<file path="config.mk">
export PLATFORM = sky130hd
export DESIGN_NAME = month_calendar_grid
export DESIGN_NICKNAME = d
export VERILOG_FILES = /design/src/hdl/mcg_pkg.sv /design/src/hdl/month_calendar_grid.sv
export VERILOG_INCLUDE_DIRS = /design/src /design/src/hdl
export SDC_FILE = /design/constraint.sdc
export NUM_CORES = 1
export LEC_CHECK = 0
export ABC_AREA = 1
export BUFFER_PORTS_ARGS = -buffer_cell sky130_fd_sc_hd__buf_2
export CAP_MARGIN = 10
export CORE_AREA = 5 5 240 149
export DETAILED_ROUTE_END_ITERATION = 10
export DIE_AREA = 0 0 245 154
export RECOVER_POWER = 50
export SYNTH_ARGS = -nofsm -noshare
export SYNTH_HDL_FRONTEND = slang
export SYNTH_SLANG_ARGS = --single-unit
</file>
<file path="constraint.sdc">
create_clock -name clk_i -period 11.1 [get_ports clk_i]
set_clock_uncertainty 0.05 [all_clocks]
set_input_delay 1.11 -clock clk_i [delete_from_list [all_inputs] [get_ports clk_i]]
set_output_delay 1.11 -clock clk_i [all_outputs]
set_load 0.1 [all_outputs]
</file>
<file path="src/hdl/month_calendar_grid_macros.svh">
// Assertion macros for the month calendar grid block.
// Included by the top level; expects clk_i and rst_ni in scope.
`ifndef MONTH_CALENDAR_GRID_MACROS_SVH
`define MONTH_CALENDAR_GRID_MACROS_SVH

// Checks that the consequent holds in the same cycle as the antecedent.
`define MCG_ASSERT_NOW(label, ante, cons, msg) \
  label: assert property (@(posedge clk_i) disable iff (!rst_ni) (ante) |-> (cons)) \
    else $error(msg);

// Checks that the consequent holds in the cycle after the antecedent.
`define MCG_ASSERT_NEXT(label, ante, cons, msg) \
  label: assert property (@(posedge clk_i) disable iff (!rst_ni) (ante) |=> (cons)) \
    else $error(msg);

`endif

</file>
<file path="src/hdl/mcg_pkg.sv">
// Package for the month calendar grid: constants, microcode types and tables.
// Depends on nothing; used by month_calendar_grid.
`default_nettype none

package mcg_pkg;

  localparam int BASE_YEAR  = 1583;
  localparam int END_YEAR   = 4040;
  localparam int GRID_WIDTH = 7;
  localparam int BASE_WDAY  = 6;

  localparam logic [11:0] BASE_YEAR_W = 12'(BASE_YEAR);
  localparam logic [11:0] END_YEAR_W  = 12'(END_YEAR);
  localparam logic [12:0] BASE_YEAR_X = 13'(BASE_YEAR);
  localparam logic [12:0] LEAP_BASE   =
    13'((BASE_YEAR - 1) / 4 - (BASE_YEAR - 1) / 100 + (BASE_YEAR - 1) / 400);
  localparam logic [3:0]  MONTH_MAX   = 4'd11;
  localparam logic [2:0]  COL_LAST    = 3'(GRID_WIDTH - 1);
  localparam logic [3:0]  BASE_WDAY_W = 4'(BASE_WDAY);
  localparam logic [3:0]  SEVEN       = 4'd7;

  localparam logic [24:0] RECIP100    = 25'd5243;
  localparam int          RECIP_SHIFT = 19;
  localparam logic [6:0]  HUNDRED     = 7'd100;

  typedef logic [3:0] step_t;

  localparam step_t STEP_WAIT = 4'd0;
  localparam step_t STEP_MULA = 4'd1;
  localparam step_t STEP_MULB = 4'd2;
  localparam step_t STEP_MULC = 4'd3;
  localparam step_t STEP_LEAP = 4'd4;
  localparam step_t STEP_SUM  = 4'd5;
  localparam step_t STEP_FLD0 = 4'd6;
  localparam step_t STEP_FLD1 = 4'd7;
  localparam step_t STEP_COL  = 4'd8;
  localparam step_t STEP_EMIT = 4'd9;

  typedef enum logic [3:0] {
    OP_WAIT, OP_MULA, OP_MULB, OP_MULC, OP_LEAP, OP_SUM, OP_FOLD, OP_COL, OP_EMIT
  } op_e;

  typedef enum logic [1:0] {
    COND_ALWAYS, COND_START, COND_LAST
  } cond_e;

  typedef struct packed {
    op_e   op;
    cond_e cond;
    step_t target;
  } ctrl_t;

  // Each word either jumps to its target when its condition holds or stays put.
  function automatic ctrl_t ucode(input step_t step);
    ctrl_t w;
    unique case (step)
      STEP_WAIT: w = '{op: OP_WAIT, cond: COND_START,  target: STEP_MULA};
      STEP_MULA: w = '{op: OP_MULA, cond: COND_ALWAYS, target: STEP_MULB};
      STEP_MULB: w = '{op: OP_MULB, cond: COND_ALWAYS, target: STEP_MULC};
      STEP_MULC: w = '{op: OP_MULC, cond: COND_ALWAYS, target: STEP_LEAP};
      STEP_LEAP: w = '{op: OP_LEAP, cond: COND_ALWAYS, target: STEP_SUM};
      STEP_SUM:  w = '{op: OP_SUM,  cond: COND_ALWAYS, target: STEP_FLD0};
      STEP_FLD0: w = '{op: OP_FOLD, cond: COND_ALWAYS, target: STEP_FLD1};
      STEP_FLD1: w = '{op: OP_FOLD, cond: COND_ALWAYS, target: STEP_COL};
      STEP_COL:  w = '{op: OP_COL,  cond: COND_ALWAYS, target: STEP_EMIT};
      STEP_EMIT: w = '{op: OP_EMIT, cond: COND_LAST,   target: STEP_WAIT};
      default:   w = '{op: OP_WAIT, cond: COND_ALWAYS, target: STEP_WAIT};
    endcase
    return w;
  endfunction

  // Days before the month in a common year, modulo 7.
  function automatic logic [2:0] month_offset(input logic [3:0] month);
    logic [2:0] r;
    case (month)
      4'd0:    r = 3'd0;
      4'd1:    r = 3'd3;
      4'd2:    r = 3'd3;
      4'd3:    r = 3'd6;
      4'd4:    r = 3'd1;
      4'd5:    r = 3'd4;
      4'd6:    r = 3'd6;
      4'd7:    r = 3'd2;
      4'd8:    r = 3'd5;
      4'd9:    r = 3'd0;
      4'd10:   r = 3'd3;
      4'd11:   r = 3'd5;
      default: r = 3'd0;
    endcase
    return r;
  endfunction

  function automatic logic [4:0] month_length(input logic [3:0] month, input logic leap);
    logic [4:0] r;
    case (month)
      4'd1:                       r = leap ? 5'd29 : 5'd28;
      4'd3, 4'd5, 4'd8, 4'd10:    r = 5'd30;
      default:                    r = 5'd31;
    endcase
    return r;
  endfunction

endpackage

`default_nettype wire

</file>
<file path="src/hdl/month_calendar_grid.sv">
// Month calendar grid: a small microcoded sequencer over a plain datapath.
// Depends on mcg_pkg and month_calendar_grid_macros.svh.
//
// Usage: a transaction on the input channel carries a year and a month index
// (0 is January). The block answers with one output transaction per day of
// that month, giving the day number, its grid row and its weekday column
// (0 is Sunday), with last_day_o set on the final day. Years outside 1583 to
// 4040 are clamped to that range. A month index above 11 is accepted and
// produces no output.
// Sequence: the control steps MULA, MULB, MULC, LEAP, SUM, FLD0, FLD1 and COL
// run before the first day is offered, three of them on the shared reciprocal
// multiplier that splits the year by 100 and 400. After that the emit step
// offers one day per cycle while the receiver does not stall. Input stall
// is high whenever the step counter is off its wait step, so one request is
// in flight at a time.
// A receiver stall holds the output register and freezes the emit step.
// Reset clears the step counter and the output valid; no memory needs a
// clearing pass.
`default_nettype none

module month_calendar_grid
  import mcg_pkg::*;
(
  input  wire logic        clk_i,
  input  wire logic        rst_ni,
  input  wire logic        in_valid_i,
  output logic             in_stall_o,
  input  wire logic [11:0] year_i,
  input  wire logic [3:0]  month_i,
  output logic             out_valid_o,
  input  wire logic        out_stall_i,
  output logic [4:0]       day_number_o,
  output logic [2:0]       week_row_o,
  output logic [2:0]       weekday_column_o,
  output logic             last_day_o
);

  step_t       step_q, step_d;
  ctrl_t       ctrl;
  logic        cond_ok;
  logic        emit_fire;
  logic        is_last;

  logic [11:0] yr_q, yr_d;
  logic [3:0]  mon_q, mon_d;
  logic [24:0] prod_q, prod_d;
  logic [5:0]  q100_q, q100_d;
  logic [5:0]  q400_q, q400_d;
  logic        leap_q, leap_d;
  logic [11:0] tot_q, tot_d;
  logic [4:0]  day_q, day_d;
  logic [4:0]  len_q, len_d;
  logic [2:0]  row_q, row_d;
  logic [2:0]  col_q, col_d;

  logic        out_valid_q, out_valid_d;
  logic [4:0]  out_day_q;
  logic [2:0]  out_row_q;
  logic [2:0]  out_col_q;
  logic        out_last_q;

  logic [11:0] yr_m1;
  logic [5:0]  q100y;
  logic [12:0] hund_y;
  logic        div100;
  logic [12:0] base_sum;
  logic [3:0]  rem7;
  logic [3:0]  wday;

  assign ctrl       = ucode(step_q);
  assign in_stall_o = (ctrl.op != OP_WAIT);
  assign emit_fire  = (ctrl.op == OP_EMIT) && (!out_valid_q || !out_stall_i);
  assign is_last    = (day_q == len_q);

  always_comb begin
    case (ctrl.cond)
      COND_START:  cond_ok = in_valid_i && (month_i <= MONTH_MAX);
      COND_LAST:   cond_ok = emit_fire && is_last;
      default:     cond_ok = 1'b1;
    endcase
    step_d = cond_ok ? ctrl.target : step_q;
  end

  assign yr_m1    = yr_q - 12'd1;
  assign q100y    = prod_q[RECIP_SHIFT +: 6];
  assign hund_y   = 13'(q100y * HUNDRED);
  assign div100   = (hund_y == {1'b0, yr_q});
  assign base_sum = {1'b0, yr_q} - BASE_YEAR_X + {3'b0, yr_m1[11:2]}
                    - {7'b0, q100_q} + {7'b0, q400_q} - LEAP_BASE;
  assign rem7     = (tot_q[3:0] >= SEVEN) ? (tot_q[3:0] - SEVEN) : tot_q[3:0];
  assign wday     = rem7 + BASE_WDAY_W;

  always_comb begin
    yr_d   = yr_q;
    mon_d  = mon_q;
    prod_d = prod_q;
    q100_d = q100_q;
    q400_d = q400_q;
    leap_d = leap_q;
    tot_d  = tot_q;
    day_d  = day_q;
    len_d  = len_q;
    row_d  = row_q;
    col_d  = col_q;
    unique case (ctrl.op)
      OP_WAIT: begin
        if (year_i < BASE_YEAR_W) begin
          yr_d = BASE_YEAR_W;
        end else if (year_i > END_YEAR_W) begin
          yr_d = END_YEAR_W;
        end else begin
          yr_d = year_i;
        end
        mon_d = month_i;
      end
      OP_MULA: prod_d = {13'b0, yr_m1} * RECIP100;
      OP_MULB: begin
        q100_d = prod_q[RECIP_SHIFT +: 6];
        prod_d = {15'b0, yr_m1[11:2]} * RECIP100;
      end
      OP_MULC: begin
        q400_d = prod_q[RECIP_SHIFT +: 6];
        prod_d = {13'b0, yr_q} * RECIP100;
      end
      OP_LEAP: begin
        leap_d = (yr_q[1:0] == 2'b00) && (!div100 || (q100y[1:0] == 2'b00));
        tot_d  = base_sum[11:0];
      end
      OP_SUM: begin
        tot_d = tot_q + {9'b0, month_offset(mon_q)}
                + {11'b0, leap_q && (mon_q >= 4'd2)};
      end
      OP_FOLD: begin
        tot_d = {7'b0, {2'b0, tot_q[2:0]} + {2'b0, tot_q[5:3]}
                       + {2'b0, tot_q[8:6]} + {2'b0, tot_q[11:9]}};
      end
      OP_COL: begin
        col_d = (wday >= SEVEN) ? 3'(wday - SEVEN) : wday[2:0];
        row_d = 3'd0;
        day_d = 5'd1;
        len_d = month_length(mon_q, leap_q);
      end
      OP_EMIT: begin
        if (emit_fire) begin
          day_d = day_q + 5'd1;
          if (col_q == COL_LAST) begin
            col_d = 3'd0;
            row_d = row_q + 3'd1;
          end else begin
            col_d = col_q + 3'd1;
          end
        end
      end
      default: ;
    endcase
  end

  always_comb begin
    if (emit_fire) begin
      out_valid_d = 1'b1;
    end else if (!out_stall_i) begin
      out_valid_d = 1'b0;
    end else begin
      out_valid_d = out_valid_q;
    end
  end

  always_ff @(posedge clk_i or negedge rst_ni) begin
    if (!rst_ni) begin
      step_q      <= STEP_WAIT;
      out_valid_q <= 1'b0;
    end else begin
      step_q      <= step_d;
      out_valid_q <= out_valid_d;
    end
  end

  always_ff @(posedge clk_i) begin
    yr_q   <= yr_d;
    mon_q  <= mon_d;
    prod_q <= prod_d;
    q100_q <= q100_d;
    q400_q <= q400_d;
    leap_q <= leap_d;
    tot_q  <= tot_d;
    day_q  <= day_d;
    len_q  <= len_d;
    row_q  <= row_d;
    col_q  <= col_d;
    if (emit_fire) begin
      out_day_q  <= day_q;
      out_row_q  <= row_q;
      out_col_q  <= col_q;
      out_last_q <= is_last;
    end
  end

  assign out_valid_o      = out_valid_q;
  assign day_number_o     = out_day_q;
  assign week_row_o       = out_row_q;
  assign weekday_column_o = out_col_q;
  assign last_day_o       = out_last_q;

`include "month_calendar_grid_macros.svh"

  `MCG_ASSERT_NOW(a_cell_range, out_valid_o, (day_number_o != 5'd0) && (week_row_o <= 3'd5) && (weekday_column_o <= COL_LAST), "Grid cell out of range.")
  `MCG_ASSERT_NOW(a_last_len, out_valid_o && last_day_o, day_number_o >= 5'd28, "Month ended before day 28.")
  `MCG_ASSERT_NEXT(a_keep_emit, out_valid_o && !out_stall_i && !last_day_o, (step_q == STEP_EMIT) || last_day_o, "Sequencer left emit step before the last day.")

endmodule

`default_nettype wire
</file>
==> results.json, run 1 <==
{
  "clock_sinks": 80,
  "dr.pass1.iters": 5,
  "drc": 0,
  "ys.flop_type": "edfxtp_1",
  "setup_tns_ns": 0,
  "htree_levels": 3,
  "violations": "max-capacitance violations, max-slew violations",
  "initial_utilization_pct": 39.5,
  "r2r_cells": 24,
  "end_kind": "register",
  "die-area_um2": 37700,
  "ant_nets": 0,
  "diodes": 0,
  "rsz0062_at_grt": "no",
  "num-fill-cells": 3349,
  "grt_use_total_pct": 18.7,
  "fin_ws_ns": 4.18,
  "cts.path.max_buffers": 2,
  "antenna_found_initial": 1,
  "crit_type": "register to register",
  "start_kind": "register",
  "syn_area_um2": 13100,
  "detail_route.iter0.violations": 935,
  "avgRoutedWirePerCell_um": 17.0,
  "status": "complete, but fails checks",
  "cts_made_buffers": 9,
  "ys_seq_area_share_pct": 17.9,
  "cts_resized": 0,
  "core_area_um2": 33200,
  "ys_warn_count": 0,
  "r2r_setup_slack_ns": 4.18,
  "synth.area.top_cells": "ha_1 24%, fa_1 18%, edfxtp_1 16%, inv_1 10%, nand2_1 8.3%",
  "arrival_ns": 7.00,
  "ios": 34,
  "syn2layout_area_growth_pct": 7.40,
  "period_minus_slack_ns": 6.92,
  "routed_wl_mm": 35.1,
  "post-route-period-util_pct": 62.3,
  "fp-row-count": 52,
  "crit_fanout": 10,
  "hold_violations": 0,
  "cts_root_buf": "clkbuf_16",
  "synth.top_cell.area_share_pct": 24.2,
  "cp_data_required_time_ns": 11.18,
  "clk_pin_slew_ns": 0.08,
  "portBuffers": 33,
  "cap_violations": 1,
  "timing.slew.headroom_pct": -34.5,
  "place_inst": 2049,
  "insertion_delay_ns": 0.37,
  "cts_setup_buffers": 0,
  "dp_hpwl_mm": 30.7,
  "dp_slack_ns": 4.29,
  "via_count": 10700,
  "stdcell_count": 2065,
  "fp.dieW_um": 245,
  "max_freq_ghz": 0.145,
  "tightest_slew_ns": 2.01,
  "first_global_vias": 10000,
  "final-setup-viol-count": 0,
  "avgSynthCellArea_um2": 8.30,
  "grt_pass1_wl_mm": 55.7,
  "synth.net_count": 1975,
  "grt_overflow": 0,
  "drive_gt1_share_pct": 4.96,
  "synth_largest_area_cell": "ha_1",
  "holdBufCountCts": 0,
  "gp_congestion": 0.987,
  "cts_tree": "built",
  "async_flop_share_pct": 6.25,
  "synthDistinctLibCells": 46,
  "vias_per_cell": 5.17,
  "synthCells": 1580,
  "hp-class": "register to register",
  "maxSlewViolCount": 25,
  "grt_max_degree": 25,
  "synth_edf_count": 72,
  "nets": 2023,
  "die_y_um": 154,
  "ys_ff_latch": 80,
  "hold_depth": 0
}
cells in the final DEF (no fill, tap or decap), types with 27 or more instances in the layout:
cell type,netlist,layout
inv_1,353,355
o21ai_0,50,51
nor2_1,89,91
fa_1,121,121
xor2_1,27,27
ha_1,254,254
nand2_1,290,290
nand3_1,87,89
nand4_1,28,28
edfxtp_1,72,72
a21oi_1,71,71
layer usage:
layer  vias to the layer above  routed length (µm)  track usage (%)
met5                         -                   0                0
met1                      5119               18700             31.2
li1                       5199                   -                -
met3                        17                3020             4.75
met2                       337               13100             24.3
met4                         0                 248             2.40
synthesized netlist by cell type (4+ instances only):
cell	number
inv_1	353
nand2_1	290
ha_1	254
fa_1	121
nor2_1	89
nand3_1	87
edfxtp_1	72
a21oi_1	71
o21ai_0	50
nand4_1	28
xor2_1	27
nor3_1	16
o21bai_1	9
a21o_1	8
inv_2	8
xnor2_1	8
a21boi_0	7
o211ai_1	7
a31oi_1	6
o21ai_1	6
or2_2	6
dfrtp_1	5
nand2_4	5
o21ai_2	5
nand3b_1	4
worst paths after layout:
path                            startpoint       endpoint
worst max-delay path               yr_q[2]     prod_q[24]
worst min-delay path              row_q[2]  week_row_o[2]
worst max register to register     yr_q[2]     prod_q[24]
worst min register to register    row_q[2]  week_row_o[2]
max in group asynchronous           rst_ni    out_valid_o
min in group asynchronous           rst_ni      step_q[1]
layout make-up:
cell class | instances | area [µm²] | share of cell area (%)
clock inverters | 7 | 61.3 | 0.435
repair buffers | 39 | 198 | 1.40
multi-input cells | 1136 | 9350 | 66.4
well taps | 432 | 541 | 3.84
clock buffers | 9 | 225 | 1.60
flip-flops and latches | 80 | 2350 | 16.7
inverters | 362 | 1360 | 9.67
flip-flops by register name, summed over array words and instances (netlist names), named ones only:
| signal | flops |
|---|---|
| tot_q | 12 |
| out_valid_o | 1 |
| step_q | 4 |
| day_number_o | 5 |
| row_q | 3 |
| week_row_o | 3 |
| yr_q | 12 |
| q400_q | 6 |
| weekday_column_o | 3 |
| last_day_o | 1 |
| col_q | 3 |
| len_q | 2 |
| q100_q | 6 |
| mon_q | 4 |
| prod_q | 6 |
| day_q | 5 |
| leap_q | 1 |
per-stage QoR:
stage | instance area, µm² | utilization [%] | hold slack [ns]
2_1_floorplan | 13100 | - | 0.381
3_3_place_gp | 13900 | 41.8 | 0.393
3_5_place_dp | 13900 | 41.8 | 0.409
4_1_cts | 14100 | 42.6 | 0.427
5_1_grt | 14100 | 42.4 | 0.449
6_report | 14100 | 42.4 | 0.426
cells by family after synthesis:
kind of cell               Yosys count  share of synthesized area, %
AOI/OAI and AO/OA                  183                          8.17
xor gates and xnor gates            35                          2.34
adders and majority gates          375                          42.7
buffers and inverters              364                          10.4
DFF                                 80                          17.9
and+or+nand+nor                    543                          18.4
critical path: stages, from the launching register on:
cell and delay [ns]:
edfxtp_1 0.69, inv_1 0.28, ha_1 0.25, nand2_1 0.07, nand2_1 0.13, a21boi_1 0.24
nand3_1 0.14, xor2_1 0.49, inv_1 0.22, fa_1 0.57, fa_1 0.52, inv_1 0.06
fa_1 0.53, inv_1 0.08, fa_1 0.52, fa_1 0.55, inv_1 0.06, ha_1 0.37
a21o_1 0.22, nor2_1 0.14, o21bai_1 0.08, a21oi_1 0.16, nand3_1 0.09, nand3_1 0.11
nand2_1 0.06
Power of run 1 is not shown: default switching activity piles up to over one toggle a cycle in this logic, so the estimate is an artifact.
==> run 2, diff against run 1 <==
Settings changed: ABC_AREA 1 to 0, CORE_AREA 5 5 240 149 to 5 5 230 143, DIE_AREA 0 0 245 154 to 0 0 235 148.
Clock period 11.1 ns to 6.5 ns, I/O delays scaled along.
==> run 2 against run 1 <==
  * The run now ends clean
  * Maximum frequency grew 8.3%
  * First-iteration DRC count decreased by 34%
  * Synthesized cell count shrank 24%
  * Critical path type unchanged
  * Via count shrank 20%
  * Sequential share of layout area grew 0.88 points
  * Die area shrank 7.8%
  * Sequential cell count unchanged
  * Non-clock buffer count grew 38
  * Area after synthesis decreased by 8.3%
  * Count of clock-buffer cells in the layout up 2
==> results.json, run 2 <==
{
  "synth.top_cell.area_share_pct": 26.4,
  "dr.pass1.iters": 5,
  "stdcell_count": 1693,
  "cts.path.max_buffers": 2,
  "cp_data_required_time_ns": 6.55,
  "ys_warn_count": 0,
  "cts_tree": "built",
  "synth_edf_count": 72,
  "timing.slew.headroom_pct": 20.7,
  "dpl-instance-area_um2": 12900,
  "holdBufCountCts": 0,
  "routed_wl_mm": 29.8,
  "ios": 34,
  "reg_top3": "tot_q: 12 flops, yr_q: 12 flops",
  "die_y_um": 148,
  "cts_root_buf": "clkbuf_16",
  "fin_ws_ns": 0.115,
  "via_count": 8520,
  "ys_ff_latch": 80,
  "dp_slack_ns": -0.277,
  "htree_levels": 3,
  "place_inst": 1672,
  "detail_route.iter0.violations": 613,
  "num-fill-cells": 2932,
  "fp-row-count": 50,
  "maxSlewViolCount": 0,
  "first_global_vias": 8348,
  "grt_pass1_wl_mm": 47.4,
  "synthCells": 1199,
  "grt_overflow": 0,
  "vias_per_cell": 5.03,
  "gp_congestion": 0.920,
  "drive_gt1_share_pct": 8.30,
  "multi_input_area_um2": 8720,
  "clk_pin_slew_ns": 0.06,
  "avgRoutedWirePerCell_um": 17.6,
  "r2r_setup_slack_ns": 0.12,
  "seq_area_um2": 2350,
  "crit_path_start": "yr_q[1]",
  "postLayoutCellArea_um2": 13400,
  "crit_fanout": 4,
  "dp_hpwl_mm": 26.1,
  "synth.area.top_cells": "ha_1 26%, fa_1 20%, edfxtp_1 18%, inv_1 8.2%, xnor2_1 2.8%",
  "tightest_slew_ns": 1.19,
  "insertion_delay_ns": 0.35,
  "avgSynthCellArea_um2": 10.0,
  "nets": 1667,
  "layout_common_cells": "262 x inv_1, 253 x ha_1, 119 x fa_1, 72 x edfxtp_1, 52 x nand2_1",
  "final_common_cell": "inv_1",
  "post-route-period-util_pct": 98.2,
  "fp.dieW_um": 235,
  "final-setup-viol-count": 0,
  "syn_area_um2": 12000,
  "whs_ns": 0.0948,
  "ant_nets": 0,
  "antenna_found_initial": 3,
  "start_kind": "register",
  "core_area_um2": 30600,
  "hold_violations": 0,
  "synthDistinctLibCells": 76,
  "yosys-top-cells-count": "262 x inv_1, 254 x ha_1, 121 x fa_1, 72 x edfxtp_1, 53 x nand2_1",
  "drc": 0,
  "portBuffers": 33,
  "yosysMostFrequentCell": "inv_1",
  "grt_max_degree": 17,
  "initial_utilization_pct": 39.3,
  "diodes": 0,
  "ys.flop_type": "edfxtp_1",
  "ys_seq_area_share_pct": 19.5,
  "max_freq_ghz": 0.157,
  "arrival_ns": 6.44,
  "async_flop_share_pct": 6.25,
  "grt_use_total_pct": 17.5,
  "die-area_um2": 34800,
  "hp-class": "input pin to async pin",
  "period_minus_slack_ns": 6.38,
  "synth.net_count": 1594,
  "cts_made_buffers": 9,
  "status": "completed",
  "timing.rr.start": "yr_q[1]",
  "synth_largest_area_cell": "ha_1",
  "syn2layout_area_growth_pct": 11.3,
  "cap_violations": 0,
  "end_kind": "register",
  "clock_sinks": 80,
  "crit_type": "register to register"
}
run 2: cell types whose count changed after synthesis, sizes merged, moves of 23 or more:
| cell | before | now |
|---|---|---|
| nand2 | 297 | 53 |
| inv | 362 | 263 |
| nand3 | 89 | 24 |
| nor2 | 95 | 42 |
| xnor2 | 8 | 40 |
| o21ai | 62 | 34 |
| a21oi | 72 | 47 |
| nand4 | 28 | 5 |
run 2: kinds of logic (layout without fill, tap and decap cells):
family          count (synthesis)  in the layout  synth area share [%]
flops                          80             80                  19.5
fa+ha+maj                     375            375                  46.6
xor+xnor                       68             68                  5.02
compound gates                188            188                  10.6
buf+inv                       278            356                  8.92
simple gates                  200            200                  8.46
mux                            10             10                 0.854
run 2: worst max-delay path, stage by stage (launching register included):
cell and delay, ns:
edfxtp_1 0.41, inv_2 0.11, ha_1 0.15, a21boi_4 0.24
o2111ai_4 0.16, a21boi_2 0.24, nand2_2 0.12, xnor2_4 0.18
xnor2_2 0.24, buf_4 0.16, inv_1 0.05, fa_1 0.53
inv_1 0.06, fa_1 0.54, inv_1 0.08, fa_1 0.49
fa_1 0.59, inv_1 0.06, ha_1 0.22, nor3_2 0.17
o211ai_1 0.17, o211ai_1 0.37, a21oi_2 0.13, or4_1 0.42
o211ai_1 0.11, a21oi_1 0.06
run 2: area by class of cell:
class | instances | area share, %
Clock buffer | 11 | 1.74
Sequential cell | 80 | 17.5
Inverter | 263 | 7.38
Tap cell | 416 | 3.89
Clock inverter | 5 | 0.776
Timing Repair Buffer | 77 | 3.49
Multi-Input combinational cell | 841 | 65.2
run 2: through the flow:
stage / TNS [ns] / utilization, %
final: 0 / 43.7
after global routing: -0.184 / 43.7
after CTS: 0 / 43.5
after detailed placement: -0.672 / 42.3
after global placement: 0 / 42.3
after floorplan: 0 / -
run 2: final timing paths:
check                      cells after the start            end
max reg2reg                                   25     prod_q[19]
min reg2reg                                    0  week_row_o[1]
min in group clk_i                             0  week_row_o[1]
max in group asynchronous                      1      step_q[2]
max                                           25     prod_q[19]
min                                            1    out_valid_o
run 2: metal layers:
metal  up-vias  GRT usage (%)  wire, µm
met4         6           2.48       286
met2       212           22.0     10700
met3        34           6.00      2680
met1      4085           28.6     16100
li1       4183              -         -
met5         -              0        44
run 2: repair_timing:
action / in CTS / in global routing
buffers inserted: 1 / 4
gates resized for setup: 5 / 17
setup endpoints to repair: 4 / 6
pin swaps: 3 / 11
Power of run 2 is left out for the same reason.
==> run 3, diff against run 2 <==
==> constraint.sdc (replaced) <==
create_clock -name clk_i -period 6.5 [get_ports clk_i]
set_clock_uncertainty 0.05 [all_clocks]
set_input_delay 0.975 -clock clk_i [delete_from_list [all_inputs] [get_ports clk_i]]
set_output_delay 0.975 -clock clk_i [all_outputs]
set_load 0.1 [all_outputs]
==> run 3 against run 2 <==
  * Global-route usage stayed put
  * Worst setup slack improved by 0.0022 ns
  * Final cell count is the same
  * Largest cell class unchanged
  * Highest routed layer unchanged
==> results.json, run 3 (synthesis results as in run 2) <==
{
  "timing.rr.start": "yr_q[1]",
  "cts_tree": "built",
  "diodes": 0,
  "dpl-instance-area_um2": 12900,
  "start_kind": "register",
  "setup_tns_ns": 0,
  "fp-row-count": 50,
  "clk_pin_slew_ns": 0.06,
  "initial_utilization_pct": 39.3,
  "crit_path_max_incr_delay_ns": 0.59,
  "cts_root_buf": "clkbuf_16",
  "ant_nets": 0,
  "layout_common_cells": "262 x inv_1, 253 x ha_1, 119 x fa_1, 72 x edfxtp_1, 52 x nand2_1",
  "vias_per_cell": 5.03,
  "status": "completed",
  "seq_area_um2": 2350,
  "critPathBufInv": 6,
  "grt_use_total_pct": 17.5,
  "portBuffers": 33,
  "drc": 0,
  "dr.pass1.iters": 5,
  "die_y_um": 148,
  "place_inst": 1672,
  "grt_max_degree": 17,
  "cts_made_buffers": 9,
  "r2r_end": "prod_q[19]",
  "max_freq_ghz": 0.157,
  "cap_violations": 0,
  "avgRoutedWirePerCell_um": 17.6,
  "grt_pass1_wl_mm": 47.4,
  "reg_top3": "tot_q: 12 flops, yr_q: 12 flops",
  "final-setup-viol-count": 0,
  "nets": 1667,
  "fp.dieW_um": 235,
  "antenna_found_initial": 3,
  "final_common_cell": "inv_1",
  "tightest_slew_ns": 1.19,
  "routed_wl_mm": 29.8,
  "clock_sinks": 80,
  "htree_levels": 3,
  "stdcell_count": 1693,
  "whs_ns": 0.419,
  "first_global_vias": 8348,
  "crit_fanout": 4,
  "hold_violations": 0,
  "gp_congestion": 0.920,
  "detail_route.iter0.violations": 595,
  "cts.path.max_buffers": 2,
  "period_minus_slack_ns": 6.38,
  "grt_overflow": 0,
  "r2r_setup_slack_ns": 0.12,
  "via_count": 8517,
  "timing.slew.headroom_pct": 20.7,
  "crit_type": "register to register",
  "core_area_um2": 30600,
  "maxSlewViolCount": 0,
  "cp_data_required_time_ns": 6.55,
  "holdBufCountCts": 0,
  "multi_input_area_um2": 8720,
  "drive_gt1_share_pct": 8.30,
  "ios": 34,
  "insertion_delay_ns": 0.35,
  "critical-path-slowest-cell": "fa_1",
  "hp-class": "input pin to async pin",
  "r2r_cells": 25,
  "dp_hpwl_mm": 26.1,
  "end_kind": "register",
  "die-area_um2": 34800,
  "arrival_ns": 6.44,
  "num-fill-cells": 2932,
  "syn2layout_area_growth_pct": 11.3,
  "critPathTopFamily": "adder cells",
  "post-route-period-util_pct": 98.2,
  "postLayoutCellArea_um2": 13400
}
[run 3: through the flow]
step | setup slack [ns] | utilization, %
final | 0.117 | 43.7
after global placement | 0.0414 | 42.3
after CTS | 0.00463 | 43.5
after detailed placement | -0.277 | 42.3
after floorplan | 0.0233 | -
after global routing | -0.0538 | 43.7
[run 3: cell type report]
cell class	count	share of cell area, %
well taps	416	3.89
clock buffers	11	1.74
clock inverters	5	0.776
repair buffers	77	3.49
multi-input cells	841	65.2
flip-flops and latches	80	17.5
inverters	263	7.38
[run 3: metal layers]
| metal | wire length, µm | vias to the layer above | global-route usage [%] |
|---|---|---|---|
| li1 | - | 4185 | - |
| met1 | 16200 | 4084 | 28.6 |
| met2 | 10700 | 209 | 22.0 |
| met3 | 2610 | 33 | 6.00 |
| met4 | 280 | 6 | 2.48 |
| met5 | 44 | - | 0 |
[run 3: timing repair]
item,4_1_cts,5_1_grt
gates resized for setup,5,17
setup endpoints to repair,4,6
gates cloned,0,0
buffers inserted,1,4
pin swaps,3,11
[run 3: worst max-delay path by stage]
stage | slack, ns | startpoint | depth (start not counted) | end
final | 0.12 | yr_q[1] | 25 | prod_q[19]
after global routing | -0.05 | yr_q[1] | 25 | prod_q[23]
after CTS | 0.005 | yr_q[1] | 24 | prod_q[24]
after detailed placement | -0.28 | yr_q[1] | 24 | prod_q[21]
after global placement | 0.04 | yr_q[1] | 23 | prod_q[24]
after floorplan | 0.02 | yr_q[2] | 24 | prod_q[24]
Power of run 3 is left out for the same reason.
